==> src/rtl/sps_pkg.sv <==
// Package: shared constants, payload types and state codes of the shortest path search.
`timescale 1ns / 1ps
`default_nettype none
package sps_pkg;

  localparam int NUM_VERTICES = 16;
  localparam int NODE_W       = 4;
  localparam int WEIGHT_W     = 7;
  localparam int COST_W       = 11;
  localparam int MAX_OUT      = 16;
  localparam int K_W          = $clog2(MAX_OUT);
  localparam int ROW_W        = NUM_VERTICES * WEIGHT_W;

  typedef enum logic [1:0] {
    KIND_ADD   = 2'd0,
    KIND_QUERY = 2'd1,
    KIND_CLEAR = 2'd2
  } kind_e;

  typedef struct packed {
    logic [1:0]          kind;
    logic [NODE_W-1:0]   node_a;
    logic [NODE_W-1:0]   node_b;
    logic [WEIGHT_W-1:0] weight;
  } in_t;

  typedef struct packed {
    logic [NODE_W-1:0] path_node;
    logic [COST_W-1:0] total_cost;
    logic              found;
    logic              last;
  } out_t;

  typedef struct packed {
    logic              settled;
    logic              reached;
    logic [NODE_W-1:0] pred;
    logic [COST_W-1:0] cost;
  } vent_t;

  localparam int VENT_W = $bits(vent_t);

  typedef enum logic [3:0] {
    ST_IDLE, ST_ADD_WR, ST_INIT, ST_SCAN, ST_SCAN_END, ST_PICK, ST_ROW,
    ST_RELAX, ST_RELAX_END, ST_WALK_RD, ST_WALK_OUT, ST_NOROUTE
  } state_e;

endpackage
`default_nettype wire

==> src/rtl/sps_ram.sv <==
// Generic simple dual-port RAM with registered read.
`timescale 1ns / 1ps
`default_nettype none
module sps_ram #(
  parameter int WIDTH = 8,
  parameter int DEPTH = 16
) (
  input  wire logic                     clk_i,
  input  wire logic                     we_i,
  input  wire logic [$clog2(DEPTH)-1:0] waddr_i,
  input  wire logic [WIDTH-1:0]         wdata_i,
  input  wire logic                     re_i,
  input  wire logic [$clog2(DEPTH)-1:0] raddr_i,
  output logic      [WIDTH-1:0]         rdata_o
);

  logic [WIDTH-1:0] mem_q [DEPTH];

  always_ff @(posedge clk_i) begin
    if (we_i) begin
      mem_q[waddr_i] <= wdata_i;
    end
    if (re_i) begin
      rdata_o <= mem_q[raddr_i];
    end
  end

endmodule
`default_nettype wire

==> src/rtl/sps_out_stage.sv <==
// Output register holding one result transaction until it is taken.
`timescale 1ns / 1ps
`default_nettype none
module sps_out_stage (
  input  wire logic          clk_i,
  input  wire logic          rst_ni,
  input  wire logic          load_i,
  input  wire sps_pkg::out_t data_i,
  output logic               free_o,
  output logic               out_valid_o,
  input  wire logic          out_ready_i,
  output sps_pkg::out_t      out_data_o
);
  import sps_pkg::*;

  logic valid_q;
  out_t data_q;

  assign free_o      = !valid_q || out_ready_i;
  assign out_valid_o = valid_q;
  assign out_data_o  = data_q;

  always_ff @(posedge clk_i or negedge rst_ni) begin
    if (!rst_ni) begin
      valid_q <= 1'b0;
    end else if (load_i) begin
      valid_q <= 1'b1;
    end else if (out_ready_i) begin
      valid_q <= 1'b0;
    end
  end

  always_ff @(posedge clk_i) begin
    if (load_i) begin
      data_q <= data_i;
    end
  end

endmodule
`default_nettype wire

==> src/rtl/shortest_path_search.sv <==
// Top level: edge matrix and vertex table RAMs with the search sequencer.
// Edge add: row read on acceptance, then row write. Clear and unused kinds: done on acceptance.
// Query: vertex table init, then per settled vertex a scan of the table plus a row
// relaxation, cut short at the end vertex or when no reached vertex is left.
// Route output: per result vertex, a vertex table read, then an output load.
// Reset clears row valid bits, so the graph reads as empty at once.
`timescale 1ns / 1ps
`default_nettype none
module shortest_path_search (
  input  wire logic          clk_i,
  input  wire logic          rst_ni,
  input  wire logic          in_valid_i,
  output logic               in_ready_o,
  input  wire sps_pkg::in_t  in_data_i,
  output logic               out_valid_o,
  input  wire logic          out_ready_i,
  output sps_pkg::out_t      out_data_o
);
  import sps_pkg::*;

  localparam int VA_W = $clog2(NUM_VERTICES);

  state_e state_q, state_d;

  logic [NODE_W-1:0]       src_q, dst_q, add_a_q, add_b_q;
  logic [WEIGHT_W-1:0]     add_w_q;
  logic [VA_W-1:0]         cnt_q, vidx_q, pick_q;
  logic                    vld_q, have_q;
  logic [COST_W-1:0]       pcost_q, total_q;
  logic [NODE_W-1:0]       ppred_q, v_q;
  logic [K_W-1:0]          k_q;
  logic [ROW_W-1:0]        row_q;
  logic [NUM_VERTICES-1:0] row_valid_q;

  logic              ewe, ere, vwe, vre;
  logic [VA_W-1:0]   ewaddr, eraddr, vwaddr, vraddr;
  logic [ROW_W-1:0]  ewdata, erdata, old_row;
  logic [VENT_W-1:0] vwdata_raw, vrdata_raw;
  vent_t             vwdata, vr;

  logic                accept, add_ok, q_ok, cnt_last, walk_last;
  logic                scan_better, relax_upd, out_free, out_load;
  logic [WEIGHT_W-1:0] relax_c, old_c;
  logic [COST_W:0]     tent;
  out_t                out_d;

  assign accept     = in_valid_i && in_ready_o;
  assign in_ready_o = (state_q == ST_IDLE);
  assign add_ok     = (in_data_i.weight != '0) &&
                      (int'(in_data_i.node_a) < NUM_VERTICES) &&
                      (int'(in_data_i.node_b) < NUM_VERTICES);
  assign q_ok       = (int'(in_data_i.node_a) < NUM_VERTICES) &&
                      (int'(in_data_i.node_b) < NUM_VERTICES);
  assign cnt_last   = (cnt_q == VA_W'(NUM_VERTICES - 1));
  assign walk_last  = (v_q == src_q) || (k_q == K_W'(MAX_OUT - 1));

  assign vr          = vent_t'(vrdata_raw);
  assign vwdata_raw  = vwdata;
  assign scan_better = vld_q && !vr.settled && vr.reached &&
                       (!have_q || vr.cost < pcost_q);
  assign relax_c     = row_q[vidx_q*WEIGHT_W +: WEIGHT_W];
  assign tent        = {1'b0, pcost_q} + {{(COST_W+1-WEIGHT_W){1'b0}}, relax_c};
  assign relax_upd   = vld_q && (relax_c != '0) && !vr.settled &&
                       (!vr.reached || tent < {1'b0, vr.cost});

  assign old_row = row_valid_q[add_a_q[VA_W-1:0]] ? erdata : '0;
  assign old_c   = old_row[add_b_q[VA_W-1:0]*WEIGHT_W +: WEIGHT_W];

  always_comb begin
    state_d = state_q;
    unique case (state_q)
      ST_IDLE: begin
        if (accept) begin
          unique case (in_data_i.kind)
            KIND_ADD:   state_d = add_ok ? ST_ADD_WR : ST_IDLE;
            KIND_QUERY: state_d = q_ok ? ST_INIT : ST_NOROUTE;
            default:    state_d = ST_IDLE;
          endcase
        end
      end
      ST_ADD_WR:    state_d = ST_IDLE;
      ST_INIT:      state_d = cnt_last ? ST_SCAN : ST_INIT;
      ST_SCAN:      state_d = cnt_last ? ST_SCAN_END : ST_SCAN;
      ST_SCAN_END:  state_d = ST_PICK;
      ST_PICK: begin
        if (!have_q) begin
          state_d = ST_NOROUTE;
        end else if (NODE_W'(pick_q) == dst_q) begin
          state_d = ST_WALK_RD;
        end else begin
          state_d = ST_ROW;
        end
      end
      ST_ROW:       state_d = ST_RELAX;
      ST_RELAX:     state_d = cnt_last ? ST_RELAX_END : ST_RELAX;
      ST_RELAX_END: state_d = ST_SCAN;
      ST_WALK_RD:   state_d = ST_WALK_OUT;
      ST_WALK_OUT: begin
        if (out_free) begin
          state_d = walk_last ? ST_IDLE : ST_WALK_RD;
        end
      end
      ST_NOROUTE:   state_d = out_free ? ST_IDLE : ST_NOROUTE;
      default:      state_d = ST_IDLE;
    endcase
  end

  always_comb begin
    ere    = 1'b0;
    eraddr = in_data_i.node_a[VA_W-1:0];
    ewe    = 1'b0;
    ewaddr = add_a_q[VA_W-1:0];
    ewdata = old_row;
    vwe    = 1'b0;
    vwaddr = cnt_q;
    vwdata = '0;
    vre    = 1'b0;
    vraddr = cnt_q;
    out_load = 1'b0;
    out_d    = '0;
    unique case (state_q)
      ST_IDLE: begin
        ere = accept && (in_data_i.kind == KIND_ADD);
      end
      ST_ADD_WR: begin
        ewe = 1'b1;
        if (old_c == '0 || add_w_q < old_c) begin
          ewdata[add_b_q[VA_W-1:0]*WEIGHT_W +: WEIGHT_W] = add_w_q;
        end
      end
      ST_INIT: begin
        vwe = 1'b1;
        if (NODE_W'(cnt_q) == src_q) begin
          vwdata = '{settled: 1'b0, reached: 1'b1, pred: src_q, cost: '0};
        end
      end
      ST_SCAN: vre = 1'b1;
      ST_PICK: begin
        ere    = 1'b1;
        eraddr = pick_q;
        vwe    = have_q;
        vwaddr = pick_q;
        vwdata = '{settled: 1'b1, reached: 1'b1, pred: ppred_q, cost: pcost_q};
      end
      ST_RELAX, ST_RELAX_END: begin
        vre    = (state_q == ST_RELAX);
        vwe    = relax_upd;
        vwaddr = vidx_q;
        vwdata = '{settled: 1'b0, reached: 1'b1, pred: NODE_W'(pick_q),
                   cost: tent[COST_W-1:0]};
      end
      ST_WALK_RD: begin
        vre    = 1'b1;
        vraddr = v_q[VA_W-1:0];
      end
      ST_WALK_OUT: begin
        out_load = out_free;
        out_d    = '{path_node: v_q, total_cost: total_q, found: 1'b1,
                     last: walk_last};
      end
      ST_NOROUTE: begin
        out_load = out_free;
        out_d    = '{path_node: '0, total_cost: '0, found: 1'b0, last: 1'b1};
      end
      default: ;
    endcase
  end

  always_ff @(posedge clk_i or negedge rst_ni) begin
    if (!rst_ni) begin
      state_q     <= ST_IDLE;
      cnt_q       <= '0;
      vld_q       <= 1'b0;
      have_q      <= 1'b0;
      row_valid_q <= '0;
    end else begin
      state_q <= state_d;
      vld_q   <= (state_q == ST_SCAN) || (state_q == ST_RELAX);
      if (state_q == ST_INIT || state_q == ST_SCAN || state_q == ST_RELAX) begin
        cnt_q <= cnt_last ? '0 : cnt_q + 1'b1;
      end
      if (state_q == ST_INIT || state_q == ST_RELAX_END) begin
        have_q <= 1'b0;
      end else if ((state_q == ST_SCAN || state_q == ST_SCAN_END) && scan_better) begin
        have_q <= 1'b1;
      end
      if (accept && in_data_i.kind == KIND_CLEAR) begin
        row_valid_q <= '0;
      end else if (state_q == ST_ADD_WR) begin
        row_valid_q[add_a_q[VA_W-1:0]] <= 1'b1;
      end
    end
  end

  always_ff @(posedge clk_i) begin
    vidx_q <= cnt_q;
    if (accept) begin
      add_a_q <= in_data_i.node_a;
      add_b_q <= in_data_i.node_b;
      add_w_q <= in_data_i.weight;
      src_q   <= in_data_i.node_a;
      dst_q   <= in_data_i.node_b;
    end
    if ((state_q == ST_SCAN || state_q == ST_SCAN_END) && scan_better) begin
      pick_q  <= vidx_q;
      pcost_q <= vr.cost;
      ppred_q <= vr.pred;
    end
    if (state_q == ST_ROW) begin
      row_q <= row_valid_q[pick_q] ? erdata : '0;
    end
    if (state_q == ST_PICK) begin
      total_q <= pcost_q;
      v_q     <= dst_q;
      k_q     <= '0;
    end else if (state_q == ST_WALK_OUT && out_free && !walk_last) begin
      v_q <= vr.pred;
      k_q <= k_q + 1'b1;
    end
  end

  sps_ram #(.WIDTH(ROW_W), .DEPTH(NUM_VERTICES)) u_edge_ram (
    .clk_i   (clk_i),
    .we_i    (ewe),
    .waddr_i (ewaddr),
    .wdata_i (ewdata),
    .re_i    (ere),
    .raddr_i (eraddr),
    .rdata_o (erdata)
  );

  sps_ram #(.WIDTH(VENT_W), .DEPTH(NUM_VERTICES)) u_vert_ram (
    .clk_i   (clk_i),
    .we_i    (vwe),
    .waddr_i (vwaddr),
    .wdata_i (vwdata_raw),
    .re_i    (vre),
    .raddr_i (vraddr),
    .rdata_o (vrdata_raw)
  );

  sps_out_stage u_out (
    .clk_i       (clk_i),
    .rst_ni      (rst_ni),
    .load_i      (out_load),
    .data_i      (out_d),
    .free_o      (out_free),
    .out_valid_o (out_valid_o),
    .out_ready_i (out_ready_i),
    .out_data_o  (out_data_o)
  );

  a_no_rw_clash: assert property (@(posedge clk_i) disable iff (!rst_ni)
    vwe && vre |-> vwaddr != vraddr)
    else $error("vertex table read and write hit the same entry");

  a_load_free: assert property (@(posedge clk_i) disable iff (!rst_ni)
    out_load && out_valid_o |-> out_ready_i)
    else $error("result loaded over a pending transaction");

  a_query_start: assert property (@(posedge clk_i) disable iff (!rst_ni)
    accept && in_data_i.kind == KIND_QUERY |=>
      state_q == ST_INIT || state_q == ST_NOROUTE)
    else $error("query did not start");

endmodule
`default_nettype wire
==> config.mk <==
export PLATFORM = sky130hd
export DESIGN_NAME = shortest_path_search
export DESIGN_NICKNAME = d
export VERILOG_FILES = /design/src/rtl/sps_pkg.sv /design/src/rtl/sps_ram.sv /design/src/rtl/sps_out_stage.sv /design/src/rtl/shortest_path_search.sv
export SDC_FILE = /design/constraint.sdc
export NUM_CORES = 2
export LEC_CHECK = 0
export BUFFER_PORTS_ARGS = -buffer_cell sky130_fd_sc_hd__clkbuf_2
export CORE_MARGIN = 1.5
export CORE_UTILIZATION = 28
export DETAILED_ROUTE_END_ITERATION = 12
export GPL_ROUTABILITY_DRIVEN = 1
export HOLD_SLACK_MARGIN = 0.15
export SYNTH_ARGS = -nofsm -noshare
export SYNTH_HDL_FRONTEND = slang
export SYNTH_SLANG_ARGS = --single-unit
export TNS_END_PERCENT = 100
==> constraint.sdc <==
create_clock -name clk_i -period 12.4 [get_ports clk_i]
set_input_delay 0.62 -clock clk_i [delete_from_list [all_inputs] [get_ports clk_i]]
set_output_delay 0.62 -clock clk_i [all_outputs]
set_load 0.005 [all_outputs]
# ---- Word level (Yosys, flattened, before mapping)
# Memory sizes are Yosys's and may differ from the RTL's. A register that Yosys moved wholly into a read port is not among the register bits.
# Index checks and enable logic that the tools add are counted.
# W data, S select, Z words.
dict set report totals {
  ramBits 2064
  inputBits 21
  memories 2
  register_bits 213
  out_inout_bits 19
}
dict set report op_classes {
  n_lt_le_gt_ge 6
  n_addsub 4
  bitwise 1
  n_eq_ne 20
  mul 2
  n_shift 4
  mux 46
  reduce_logical 41
}
# memory depth width rd rd_ports_with_merged_regs write_ports line
set memory_table {}
lappend memory_table {u_edge_ram.mem_q 16 112 1 1 1 sps_ram.sv:17} ;# logic [WIDTH-1:0] mem_q [DEPTH];
lappend memory_table {u_vert_ram.mem_q 16 17 1 1 1 sps_ram.sv:17}
# op count
set ops {}
lappend ops {{$mux W112} 3}
lappend ops {{$shiftx A112 B8 Y7} 2}
lappend ops {{$bwmux W112} 1}
lappend ops {{$shift A7 B34 Y112 const A} 1}
lappend ops {{$shiftx A7 B34 Y112} 1}
lappend ops {{$pmux W17 S3} 1}
lappend ops {{$mux W16} 3}
lappend ops {{$mux W4} 12}
lappend ops {{$pmux W4 S11} 1}
lappend ops {{$neg A7 Y34} 1}
lappend ops {{$pmux W17 S2} 1}
lappend ops {{$eq A4 B4 Y1 const B} 6}
lappend ops {{$eq A4 B3 Y1 const B} 4}
lappend ops {{$or A16 B16 Y16} 1}
lappend ops {{$mux W1} 15}
lappend ops {{$mul A4 B3 Y7 const B} 2}
lappend ops {{$reduce_bool A7 Y1} 2}
lappend ops {{$logic_and A1 B1 Y1} 13}
lappend ops {{$add A11 B7 Y12} 1}
lappend ops {{$eq A4 B4 Y1} 3}
lappend ops {{$lt A12 B11 Y1} 1}
lappend ops {{$lt A11 B11 Y1} 1}
lappend ops {{$logic_or A1 B1 Y1} 10}
lappend ops {{$lt A4 B5 Y1 const B} 2}
lappend ops {{23 further kinds} 36}

# ---- Depth between registers and ports, before layout
dict set report depth {
  word_depth 9
  mapped_depth 20
  ltp_nobuf 18
}

# ---- Modules after synthesis
# From an unflattened synthesis, not the netlist that was laid out.
dict set report hier_totals {
  hier_cells 4561
  area_unflattened_um2 94893.5
}
# mod instances cells_per_inst area_per_inst_um2
set modules_own_cells {}
lappend modules_own_cells {{sps_ram (u_edge_ram)} 1 2864 70291.2}
lappend modules_own_cells {shortest_path_search 1 1219 13236.4}
lappend modules_own_cells {{sps_ram (u_vert_ram)} 1 458 10807.9}
lappend modules_own_cells {sps_out_stage 1 20 558.0}

# ---- Least setup slack after synthesis
# No wires, ideal clock.
dict set report synth_path {
  path_kind {register -> register}
  from {register state_q[2]}
  to {register u_edge_ram.rdata_o[0], read port of u_edge_ram.mem_q (enable)}
  stages_incl_launch_ff 8
  setup_time_ps 749
  synth_period_minus_slack_ps 10000
  arrival_ps 9251
  path_buffers 0
  path_slack_ps 2400
  cell_sequence {dfrtp_1 -> inv_1 -> ha_1 -> nand2_1 -> or2_1 -> inv_2 -> nand2_1 -> o31ai_1}
}
dict set report synth_between {
  elab_chain_len 4
}
# element line
set synth_lines {}
lappend synth_lines {{start, declared} shortest_path_search.sv:23} ;# state_e state_q, state_d;
lappend synth_lines {{start signal, assigned} shortest_path_search.sv:177} ;# state_q <= state_d;
lappend synth_lines {{$logic_not A4 Y1 *} shortest_path_search.sv:48} ;# assign in_ready_o = (state_q == ST_IDLE);
lappend synth_lines {{net in_ready_o} shortest_path_search.sv:13} ;# output logic in_ready_o,
lappend synth_lines {{$logic_and A1 B1 Y1} shortest_path_search.sv:47} ;# assign accept = in_valid_i && in_ready_o;
lappend synth_lines {{$logic_and A1 B1 Y1} shortest_path_search.sv:123} ;# ere = accept && (in_data_i.kind == KIND_ADD);
lappend synth_lines {{$pmux W1 S2 *} shortest_path_search.sv:121} ;# unique case (state_q)
lappend synth_lines {{net ere} shortest_path_search.sv:35} ;# logic ewe, ere, vwe, vre;
lappend synth_lines {{end, declared} sps_ram.sv:14} ;# output logic [WIDTH-1:0] rdata_o
# The timed path passes the listed nets; every way through them passes the cells marked *.
# A chain may end at the register's enable or synchronous reset.

# ---- Final worst setup path
dict set report layout_path {
  from {register vidx_q[0]}
  to {memory u_vert_ram.mem_q[0][9] in the netlist's numbering (enable)}
}
dict set report layout_between {
  elab_chain_len 9
}
# element line
set layout_lines {}
lappend layout_lines {{start, declared} shortest_path_search.sv:27} ;# logic [VA_W-1:0] cnt_q, vidx_q, pick_q;
lappend layout_lines {{start signal, assigned} shortest_path_search.sv:196} ;# vidx_q <= cnt_q;
lappend layout_lines {{$mul A4 B3 Y7} shortest_path_search.sv:61} ;# assign relax_c = row_q[vidx_q*WEIGHT_W +: WEIGHT_W];
lappend layout_lines {{$shiftx A112 B8 Y7} shortest_path_search.sv:61}
lappend layout_lines {{$add A11 B7 Y12 or $reduce_bool A7 Y1 (tied branches)} {shortest_path_search.sv:62, shortest_path_search.sv:63}}
lappend layout_lines {{$lt A12 B11 Y1 or $logic_and A1 B1 Y1 (tied branches)} {shortest_path_search.sv:64, shortest_path_search.sv:63}}
lappend layout_lines {{$logic_or A1 B1 Y1 or $logic_and A1 B1 Y1 (tied branches)} {shortest_path_search.sv:64, shortest_path_search.sv:63}}
lappend layout_lines {{$logic_and A1 B1 Y1} shortest_path_search.sv:63} ;# assign relax_upd = vld_q && (relax_c != '0) && !vr.settled &&
lappend layout_lines {{$pmux W1 S3} shortest_path_search.sv:121}
lappend layout_lines {{$mux W1} sps_ram.sv:20} ;# if (we_i) begin
lappend layout_lines {{$mux W1 (implied by the code)} sps_ram.sv:21} ;# mem_q[waddr_i] <= wdata_i;
lappend layout_lines {{end, declared} sps_ram.sv:17}
# Parallel ways exist; a longest one is shown, timed or not.

==> summary by stage <==
Detailed routing
In this run the remaining antenna-violating nets after routing total 0. The vias per cell is 5.14. After the first detailed-routing iteration, the DRC count stood at 7251. The remaining routing DRC violations is 0. The routed design has 278000 um of wire.

The detailed router placed 60.5k vias in this run. The first TritonRoute pass finished after 6 iterations. The mean routed wirelength per cell is 23.6 um.

Placed design
The HPWL after detailed placement is 148000 um. The routability congestion estimate from global placement is 0.877. The number of buffers inserted by port buffering is 39.

The instance area at placement is 104000 um2. The number of cells after detailed placement is 11.3k.

Critical path
The type of element capturing the critical path is a flip-flop. The data arrival at the endpoint of the critical path is 7.39 ns. The largest incremental delay on the critical path is 0.94 ns.

The beginning of the critical path is vidx_q[0]. In this run the critical register-to-register path is launched from vidx_q[0]. The worst setup path is launched from a flip-flop. On the critical path, the stage with the largest delay is an instance of sky130_fd_sc_hd__a221oi_4. The largest driver fanout on the critical path is 24. The critical path required time is 13.02 ns. The signal on the critical path passes through buf_4 -> mux4_2 -> mux4_2 -> ha_1 -> fa_1 -> a21o_1 -> a21oi_1 -> o21bai_1 -> a21oi_1 -> nor2b_1 -> o21ai_1 -> nor2_1 -> xnor2_1 -> ha_1 -> o2111ai_1 -> o21ai_0 -> o21ai_1 -> a221oi_4 -> nor3_2 -> buf_4. The class of the most critical setup path is flip-flop to flip-flop.

Layout
The area taken by flip-flops and latches is 72000 um2. With fillers left out, the area of the finished cells amounts to 111000 um2. The number of nets in the layout is 7074. The post-route netlist has 9.87% of its cells at a drive strength greater than 1.

The number of filler cells placed in the layout is 33.6k. The final non-filler cell total is 11.8k. From synthesis to final layout, the design area changed by 13.4%. Summing all multi-input logic gate instances after layout gives 24200 um2.

Floorplan
The die boundary width is 594 um. The area of the core region is 347000 um2. The floorplan step defined a die boundary enclosing 353000 um2. The die boundary height is 594 um.

The number of rows created at floorplan is 216. In this run the count of I/O pins placed on the die edge is 40. Once the floorplan was initialized, standard cells occupied 28.2% of the core.

Yosys
The share of async-settable or async-resettable flops after synthesis is 1.12%. The count of yosys warnings during synthesis is 0. Counting flops with a built-in enable in the synthesized netlist gives 2371.

The cell with the most instances after synthesis is sky130_fd_sc_hd__edfxtp_1. In the post-synthesis netlist, the biggest area contributors are sky130_fd_sc_hd__edfxtp_1 73%, sky130_fd_sc_hd__nand2_1 7.8%, sky130_fd_sc_hd__a311oi_1 3.0%. Counting flops and latches in the post-synthesis netlist gives 2406. The prevailing post-synth register cell is sky130_fd_sc_hd__edfxtp_1.

A synthesized cell averages 13.9 um2. The post-synthesis cell count is 7044. The post-synthesis sequential area ratio is 73.6%. The proportion of netlist area held by the largest area contributor is 72.8%. After synthesis, the most frequently instantiated cells are 2371 x sky130_fd_sc_hd__edfxtp_1, 2034 x sky130_fd_sc_hd__nand2_1, 470 x sky130_fd_sc_hd__nand3_1. The number of distinct standard cells referenced by the synthesized netlist is 69. The cell type with the highest aggregate area in the netlist is sky130_fd_sc_hd__edfxtp_1. The mapped cell area is 97900 um2. The number of nets in the synthesized netlist is 7108.

STA
Counting I/O delays and the setup requirement, the final critical path takes 6.77 ns. Between clock sinks in the finished design, the worst skew comes to 0.0591 ns. The achievable frequency is 148 MHz. The final sum of negative setup slack is 0 ns. The actual slew at the worst max-slew pin is 1.23 ns. Setup repair after global routing left no endpoint under its margin. The number of pins exceeding their max-slew limit in the final report came to 0. Setup violations remaining at the end of the flow were counted as 0.

The worst pin sits at a relative slew slack of 15.3%. The hold violation count in the final report is 0. The share of the cycle needed by the critical path after routing is 54.6%.

Clock network
After clock tree synthesis, the flow added hold-fix buffers numbering 15. The clock latency at the later pin of the worst-skew pair is 0.88 ns. The clock tree from TritonCTS is built. CTS built an H-tree with a depth of 4. The number of buffers inserted during clock tree synthesis is 231. The clock-pin slew on the worst setup and hold paths is 0.06 ns. The clock net in this run drives a total of 2406 sinks. The root buffer cell is sky130_fd_sc_hd__clkbuf_16.

The setup fix buffers added after clock tree synthesis is 0. The post-cts sizing count is 0. No sink is reached through more buffers than the 3 on the longest clock path.

Power and ir drop
The largest voltage drop on the vdd net is 0.163 mV. The sum of internal, switching and leakage power is 20.1 mW. The total power divided by cell area is 181 nW/um2. The static leakage is 37.6 nW.

GRT
The initial antenna violation count was 20. The via count of the first global-routing pass is 58.1k. Entering global routing, the biggest net connects 198 pins. The residual overflow from global routing is 0. The all-layer global routing usage is 15.2%. The wire length of the first global-routing pass is 402000 um.

Status
The run finished with clean final reports.

Min path
The startpoint of the lowest-slack hold path is in_valid_i. The worst min-delay path category is input port to flip-flop.

Flow run
The tool flagged a number of max-cap violations equal to 0.
## per-layer routing
metal | track usage, % | part of all wire [%] | wire length (um) | vias to the layer above
met5 | 0 | 0.034 | 93 | -
met4 | 4.60 | 2.9 | 8040 | 12
met3 | 2.70 | 8.9 | 24600 | 470
met2 | 24.5 | 47 | 129000 | 2845
met1 | 20.9 | 42 | 115000 | 30900
li1 | - | - | - | 26300
## area by class of cell
cell class                      count  share of cell area [%]
Tap cell                         4578                    5.16
Sequential cell                  2406                    64.9
Clock inverter                    141                    1.06
Timing Repair Buffer              209                    1.52
Clock buffer                      277                    5.37
Antenna cell                        5                  0.0113
Multi-Input combinational cell   4118                    21.8
Inverter                           44                   0.149
## power breakdown
part           switching [mW]  leakage (nW)  internal, mW
combinational            2.38          11.5          1.05
sequential              0.210          22.6          9.71
clock                    2.99          3.48          3.71
total                    5.58          37.6          14.5
## critical path: cells and delay by family (launching register included)
family | cells | cell delay (ns)
compound gates | 9 | 2.50
xor+xnor | 1 | 0.16
fa+ha+maj | 3 | 1.01
buf+inv | 2 | 0.78
flops | 1 | 0.49
mux | 2 | 1.10
simple gates | 3 | 0.43
## metrics by stage
stage          worst slack (ns)  utilization, %  hold WS [ns]
4_1_cts                    5.64            32.0         0.172
3_5_place_dp               5.67            29.9         0.503
5_1_grt                    5.26            32.0         0.260
6_report                   5.63            32.0         0.245
3_3_place_gp               5.67            29.9         0.490
2_1_floorplan              2.40               -         0.324
## final timing paths
check	endpoint	slack [ns]	depth (start not counted)
setup / recovery	u_vert_ram.mem_q[0][9]	5.63	20
hold / removal	state_q[2]	0.24	4
setup reg to reg	u_vert_ram.mem_q[0][9]	5.63	20
hold reg to reg	row_valid_q[13]	0.52	1
max in group asynchronous	row_valid_q[1]	11.49	2
min in group asynchronous	u_out.out_valid_o	0.36	2
## cell families (layout without fill, tap and decap cells)
kind of cell	count (synthesis)	after routing	synth area share, %
simple gates	3014	3014	13.4
flops	2406	2406	73.6
compound gates	753	753	5.65
buf+inv	520	671	2.04
mux	278	278	4.49
fa+ha+maj	43	43	0.557
xor+xnor	30	30	0.268
other cells	0	5	0
## registers in the layout (all words and copies together) (netlist names), 7 cells and up
signal,count
u_edge_ram.mem_q,1792
u_vert_ram.mem_q,272
row_q,112
u_edge_ram.rdata_o,112
u_out.out_data_o,17
u_vert_ram.rdata_o,17
row_valid_q,16
pcost_q,11
total_q,11
add_w_q,7
## layout by cell type (no fill, tap or decap), drive strengths merged, types with 7 or more instances in the layout
master,synthesis,routed
a211oi,21,21
a21o,14,14
a21oi,136,136
a22oi,7,7
a311oi,337,337
a31oi,134,134
and2,148,148
and3,234,234
buf,54,154
bufinv,0,15
clkbuf,422,316
clkinv,1,116
dfrtp,27,27
dfxtp,8,8
dlygate4sd3,0,16
edfxtp,2371,2371
ha,42,42
inv,43,48
mux2,17,17
mux2i,134,134
mux4,127,127
nand2,2034,2034
nand2b,12,12
nand3,485,485
nor2,48,48
nor3,28,28
o21a,19,19
o21ai,36,36
o22ai,11,11
xnor2,19,19
xor2,11,11
Note: power is estimated with default switching activity, not from simulation.
